<file path="src/sv/longest_subarray_sum_at_least_unit_macros.svh">
// Assertion macros for the block's top module.
`ifndef LONGEST_SUBARRAY_SUM_AT_LEAST_UNIT_MACROS_SVH
`define LONGEST_SUBARRAY_SUM_AT_LEAST_UNIT_MACROS_SVH

// Implication checked on every rising clock edge outside reset.
`define LSS_ASSERT_IMP(label, ante, cons) \
    label: assert property (@(posedge clk) disable iff (!rst_n) (ante) |-> (cons)) \
        else $error("assertion failed");

// Next-cycle implication checked outside reset.
`define LSS_ASSERT_NEXT(label, ante, cons) \
    label: assert property (@(posedge clk) disable iff (!rst_n) (ante) |=> (cons)) \
        else $error("assertion failed");

`endif

</file>
<file path="src/sv/lss_ram.sv">
`timescale 1ns / 1ps
// Simple single-port RAM with registered read data.
module lss_ram #(
    parameter int Width = 8,
    parameter int Depth = 16
) (
    input  logic                     clk,
    input  logic                     we,
    input  logic [$clog2(Depth)-1:0] addr,
    input  logic [Width-1:0]         wdata,
    output logic [Width-1:0]         rdata
);
    logic [Width-1:0] mem [Depth];

    // Write and registered read on one port.
    always_ff @(posedge clk)
    begin
        if (we)
        begin
            mem[addr] <= wdata;
        end
        rdata <= mem[addr];
    end
endmodule

</file>
<file path="config.mk">
export PLATFORM = sky130hd
export DESIGN_NAME = lss_ram
export DESIGN_NICKNAME = d
export VERILOG_FILES = /design/src/sv/longest_subarray_sum_at_least_unit_macros.svh /design/src/sv/lss_ram.sv
export SDC_FILE = /design/constraint.sdc
export NUM_CORES = 1
export LEC_CHECK = 0
export BUFFER_PORTS_ARGS = -buffer_cell sky130_fd_sc_hd__clkbuf_2
export CAP_MARGIN = 25
export CORE_ASPECT_RATIO = 1.2
export CORE_MARGIN = 2
export CORE_UTILIZATION = 55
export CTS_BUF_LIST = sky130_fd_sc_hd__clkbuf_2 sky130_fd_sc_hd__clkbuf_4 sky130_fd_sc_hd__clkbuf_8
export CTS_CLUSTER_SIZE = 40
export DETAILED_ROUTE_END_ITERATION = 7
export PLACE_DENSITY = 0.71
export REMOVE_ABC_BUFFERS = 1
export SLEW_MARGIN = 0
export SYNTH_ARGS = -nofsm -noshare
export SYNTH_HDL_FRONTEND = slang
export SYNTH_SLANG_ARGS = --single-unit
export TNS_END_PERCENT = 5
</file>
<file path="constraint.sdc">
create_clock -name clk -period 4.9 [get_ports clk]
set_clock_uncertainty 0.15 [all_clocks]
set_input_delay 1.225 -clock clk [delete_from_list [all_inputs] [get_ports clk]]
set_output_delay 1.225 -clock clk [all_outputs]
set_load 0.01 [all_outputs]
</file>
==> results of run 1 <==
-- logic make-up (layout without fill, tap and decap cells) --
kind of cell	count (synthesis)	in the layout	share of synthesized area
compound gates	16	16	0.02370
simple gates	35	35	0.03210
mux	32	32	0.1422
buf+inv	11	60	0.01185
flops	136	136	0.7901
-- how the worst max path moves through the flow --
stage | from | end | slack [ns] | depth (start not counted)
detailed placement | addr[0] | mem[11][4] | 1.27 | 3
floorplan | addr[2] | mem[0][0] | 2.03 | 2
global route | addr[0] | mem[10][4] | 2.21 | 4
global placement | addr[0] | mem[11][3] | 1.37 | 3
CTS | addr[0] | mem[11][6] | 1.74 | 3
finish | addr[0] | mem[10][5] | 2.29 | 4
-- cells in the mapped netlist --
cell type	n	share of area
nand3_1	1	0.00099
buf_2	2	0.0020
clkbuf_2	1	0.00099
edfxtp_1	128	0.76
dfxtp_1	8	0.032
nand3b_1	2	0.0030
and2_1	1	0.0012
nand2b_1	2	0.0025
buf_1	4	0.0030
buf_6	2	0.0044
mux4_2	32	0.14
nor3_1	4	0.0040
nor2b_1	2	0.0025
clkbuf_1	2	0.0015
a22oi_1	16	0.024
or3b_2	1	0.0017
nor2_1	13	0.0096
nand2_1	9	0.0067
-- sequential cells by signal, summed over array words and instances (netlist names) --
name / flops
rdata: 8
mem: 128
-- tightest hold or removal path, stage by stage, from the launching register on --
cell	delay (ns)
edfxtp_1	0.32
mux4_2	0.22
a22oi_1	0.06
nand2_1	0.06
-- metal layers --
layer  vias to the layer above  global-route usage  routed length [µm]
met5                         -                   0                   0
met4                         0             0.07468                 135
met3                        14             0.06358                 383
met2                        77              0.3104                4455
met1                      1205              0.2365                3379
li1                       1034                   -                   -
-- through the flow --
stage | hold slack [ns] | area (µm²)
2_1_floorplan | 0.4849 | 5007
3_3_place_gp | 0.5032 | 5308
6_report | 0.5295 | 5746
3_5_place_dp | 0.5135 | 5308
4_1_cts | 0.5270 | 5725
5_1_grt | 0.5546 | 5746
-- area by class of cell --
class / count / area [µm²]
Fill cell: 612 / 3241
Clock inverter: 15 / 183.9
Multi-Input combinational cell: 83 / 1003
Timing Repair Buffer: 28 / 170.2
Tap cell: 120 / 150.1
Sequential cell: 136 / 4004
Clock buffer: 17 / 234.0
-- power breakdown --
group / switching, mW / internal [mW] / total, mW
Clock: 0.398 / 0.546 / 0.944
Sequential: 0.00749 / 1.30 / 1.31
Combinational: 0.0664 / 0.0490 / 0.115
Total: 0.472 / 1.89 / 2.37
==> impl_metrics.json, run 1 <==
{
  "grt_overflow": 0,
  "slew_headroom": 0.4505,
  "worst_pin_slew_ns": 0.8212,
  "tns_ns": 0,
  "place_congestion": 0.7954,
  "final_util": 0.6394,
  "numClockSinks": 136,
  "wl_per_cell_um": 20.93,
  "drive_gt1_frac": 0.3262,
  "dp.cells": 366,
  "hold_path_class": "reg2reg",
  "syn_inst": 230,
  "dr.pass1.iters": 4,
  "power_density_nw_per_um2": 411.9,
  "drc": 0,
  "diodes": 0,
  "cap_violations": 0,
  "grt_setup_unrepaired": "no",
  "post_cts_resized": 0,
  "grt_pass1_vias": 2436,
  "p_leak_nw": 1.867,
  "fin_ws_ns": 2.293,
  "power_mw": 2.367,
  "timing.reg2reg.setup_slack_ns": 3.46,
  "end_kind": "register",
  "final_cells": 399,
  "min_period_ns": 2.607,
  "antenna_found_initial": 0,
  "cts_tree": "built",
  "cp.required_ns": 4.80,
  "critical_path.cell_chain": "clkbuf_2 > buf_12 > nand2b_1 > nor2_1",
  "syn2layout_area_growth_pct": 13.38,
  "grt_max_degree": 32,
  "crit_path_top_delay_cell": "nor2_1",
  "final_common_cell": "edfxtp_1",
  "crit_family": "simple AND/OR/NAND/NOR gates",
  "via_per_inst": 5.840,
  "outcome": "finished, final reports clean",
  "die_y_um": 109.2,
  "dr.first_iter.drc_count": 191,
  "core_um2": 8986,
  "r2r_cells": 3,
  "finalHoldViolations": 0,
  "crit_arrival_ns": 2.51,
  "period_share": 0.5320,
  "io-pin-count": 22,
  "start_util": 0.5639,
  "ant_nets": 0,
  "grt_first_pass_wirelength_um": 13340,
  "die_w_um": 91.63,
  "critPathMaxStageDelay_ns": 0.66,
  "avgSynthCellArea_um2": 22.03,
  "r2r-end": "rdata[0]",
  "cts-root-buf": "clkbuf_8",
  "nets": 280,
  "hpwl_um": 5622,
  "yosys_warnings": 0,
  "path_clk_slew_ns": 0.07,
  "cts-htree-levels": 4,
  "start_kind": "primary input",
  "cp.buffers_inverters": 2,
  "vias": 2330,
  "layout_common_cells": "128 x edfxtp_1, 32 x mux4_2, 21 x clkbuf_2, 17 x clkbuf_8, 16 x a22oi_1",
  "slew_viol_final": 0,
  "cp_max_fo": 28,
  "die-area_um2": 10000,
  "setup_violations": 0,
  "cts-buffers-inserted": 17,
  "critPathKind": "in2reg",
  "place_ws_ns": 1.275,
  "fmax_mhz": 383.6,
  "finalWirelength_um": 8353,
  "grt.total_usage": 0.1894,
  "ys_types": 18,
  "holdBufCountCts": 0,
  "hold_path_depth": 3,
  "seq_area_frac_synth": 0.7901,
  "r2r-start": "mem[10][0]",
  "hold_end": "rdata[6]",
  "ir_drop_mv": 0.2464,
  "rows": 38,
  "cts_max_path_buffers": 2,
  "port_buffers": 21,
  "synth-seq-cells": 136,
  "insertion_delay_ns": 0.43,
  "postCtsSetupRepairBufs": 0,
  "min_from": "mem[14][6]",
  "syn-cell-area_um2": 5067
}
(Power assumes the default switching activity.)
==> run 2: changes to the inputs <==
- clock period: 4.9 -> 2.42 ns (I/O delays scaled with it)
==> impl_metrics.json, run 2 (same netlist as run 1, synthesis figures left out) <==
{
  "via_per_inst": 5.661,
  "largest_reg_flops": 128,
  "critPathKind": "in2reg",
  "finalWirelength_um": 8245,
  "cts_tree": "built",
  "core_um2": 8986,
  "die_w_um": 91.63,
  "ir_drop_mv": 0.4269,
  "grt_setup_unrepaired": "no",
  "start_kind": "primary input",
  "slew_headroom": 0.6171,
  "cts_max_path_buffers": 2,
  "cp.required_ns": 2.58,
  "cts-buffers-inserted": 17,
  "grt_overflow": 0,
  "cp.buffers_inverters": 2,
  "grt_pass1_vias": 2484,
  "critical_path.cell_chain": "clkbuf_2 > buf_12 > mux4_2 > a22oi_1 > nand2_1",
  "end_kind": "register",
  "r2r_cells": 3,
  "cap_violations": 0,
  "hpwl_um": 5698,
  "grt_first_pass_wirelength_um": 13060,
  "place_congestion": 0.7262,
  "crit_family": "multiplexers",
  "cp_max_fo": 26,
  "grt_max_degree": 40,
  "dr.first_iter.drc_count": 248,
  "hold_path_depth": 1,
  "setup_violations": 0,
  "rows": 38,
  "port_buffers": 21,
  "io-pin-count": 22,
  "cts-root-buf": "clkbuf_8",
  "critPathMaxStageDelay_ns": 0.52,
  "die_y_um": 109.2,
  "crit_arrival_ns": 1.93,
  "numClockSinks": 136,
  "nets": 297,
  "syn2layout_area_growth_pct": 15.26,
  "seqPwrFrac": 0.582,
  "diodes": 0,
  "ant_nets": 0,
  "fmax_mhz": 567.6,
  "vias": 2355,
  "drive_gt1_frac": 0.3547,
  "min_period_ns": 1.762,
  "cts-htree-levels": 4,
  "p_sw_mw": 0.8981,
  "period_share": 0.7280,
  "crit_cells": 5,
  "die-area_um2": 10000,
  "drc": 0,
  "seqCellArea_um2": 4004,
  "power_density_nw_per_um2": 778.9,
  "p_leak_nw": 1.949,
  "reg_top3": "mem x128, rdata x8",
  "worst_pin_slew_ns": 0.5722,
  "tns_ns": 0,
  "dr.pass1.iters": 4,
  "wl_per_cell_um": 19.82,
  "postCtsSetupRepairBufs": 0,
  "pwr-share-comb": 0.054,
  "antenna_found_initial": 0,
  "grt.total_usage": 0.1880,
  "slew_viol_final": 0,
  "timing.hold.ws_ns": 0.4458,
  "swShare": 0.1974,
  "start_util": 0.5639,
  "finalHoldViolations": 0,
  "insertion_delay_ns": 0.42,
  "post_cts_resized": 0,
  "path_clk_slew_ns": 0.07,
  "intPower_mw": 3.651,
  "multi_input_area_um2": 1003,
  "outcome": "finished, final reports clean",
  "hold_path_class": "in2reg",
  "top_register": "mem",
  "holdBufCountCts": 0,
  "fill_cells": 572,
  "pwr-share-clk": 0.364,
  "final_common_cell": "edfxtp_1",
  "crit_path_top_delay_cell": "mux4_2",
  "layout_common_cells": "128 x edfxtp_1, 32 x mux4_2, 21 x clkbuf_2, 21 x buf_4, 17 x clkbuf_8"
}
==> run 2: per-layer routing <==
layer,vias to the layer above,track usage,wire (µm)
li1,1071,-,-
met1,1210,0.2322,3342
met2,60,0.2999,4336
met3,14,0.07118,415
met4,0,0.08333,152
met5,-,0,0
==> run 2: cell type report <==
cell class / count / share of cell area
Tap cell: 120 / 0.02571
Clock buffer: 19 / 0.04263
Sequential cell: 136 / 0.6855
Multi-Input combinational cell: 83 / 0.1718
Timing Repair Buffer: 45 / 0.05527
Clock inverter: 13 / 0.01907
==> run 2: through the flow <==
stage | instances | setup WS [ns] | util | cell area, µm² | total power [mW]
finish | 416 | 0.6582 | 0.6500 | 5841 | 4.549
CTS | 416 | 0.6783 | 0.6500 | 5841 | 4.596
global placement | 384 | 0.2425 | 0.6099 | 5480 | 2.940
detailed placement | 384 | 0.1938 | 0.6099 | 5480 | 2.949
global route | 416 | 0.5755 | 0.6500 | 5841 | 4.717
floorplan | 219 | 0.1721 | - | 5007 | 2.810
==> run 2: worst paths after layout <==
path	startpoint	end	slack, ns
worst min register to register	mem[14][5]	rdata[5]	0.53
worst max-delay path	addr[0]	rdata[6]	0.66
worst max register to register	mem[11][3]	rdata[3]	0.96
worst min-delay path	wdata[5]	mem[10][5]	0.45
==> run 2: power groups by stage <==
stage               registers (mW)  clock network [mW]  logic (mW)
detailed placement            2.70                   0       0.250
floorplan                     2.70                   0       0.108
finish                        2.65                1.65       0.246
global route                  2.65                1.79       0.271
CTS                           2.65                1.70       0.250
global placement              2.70                   0       0.243
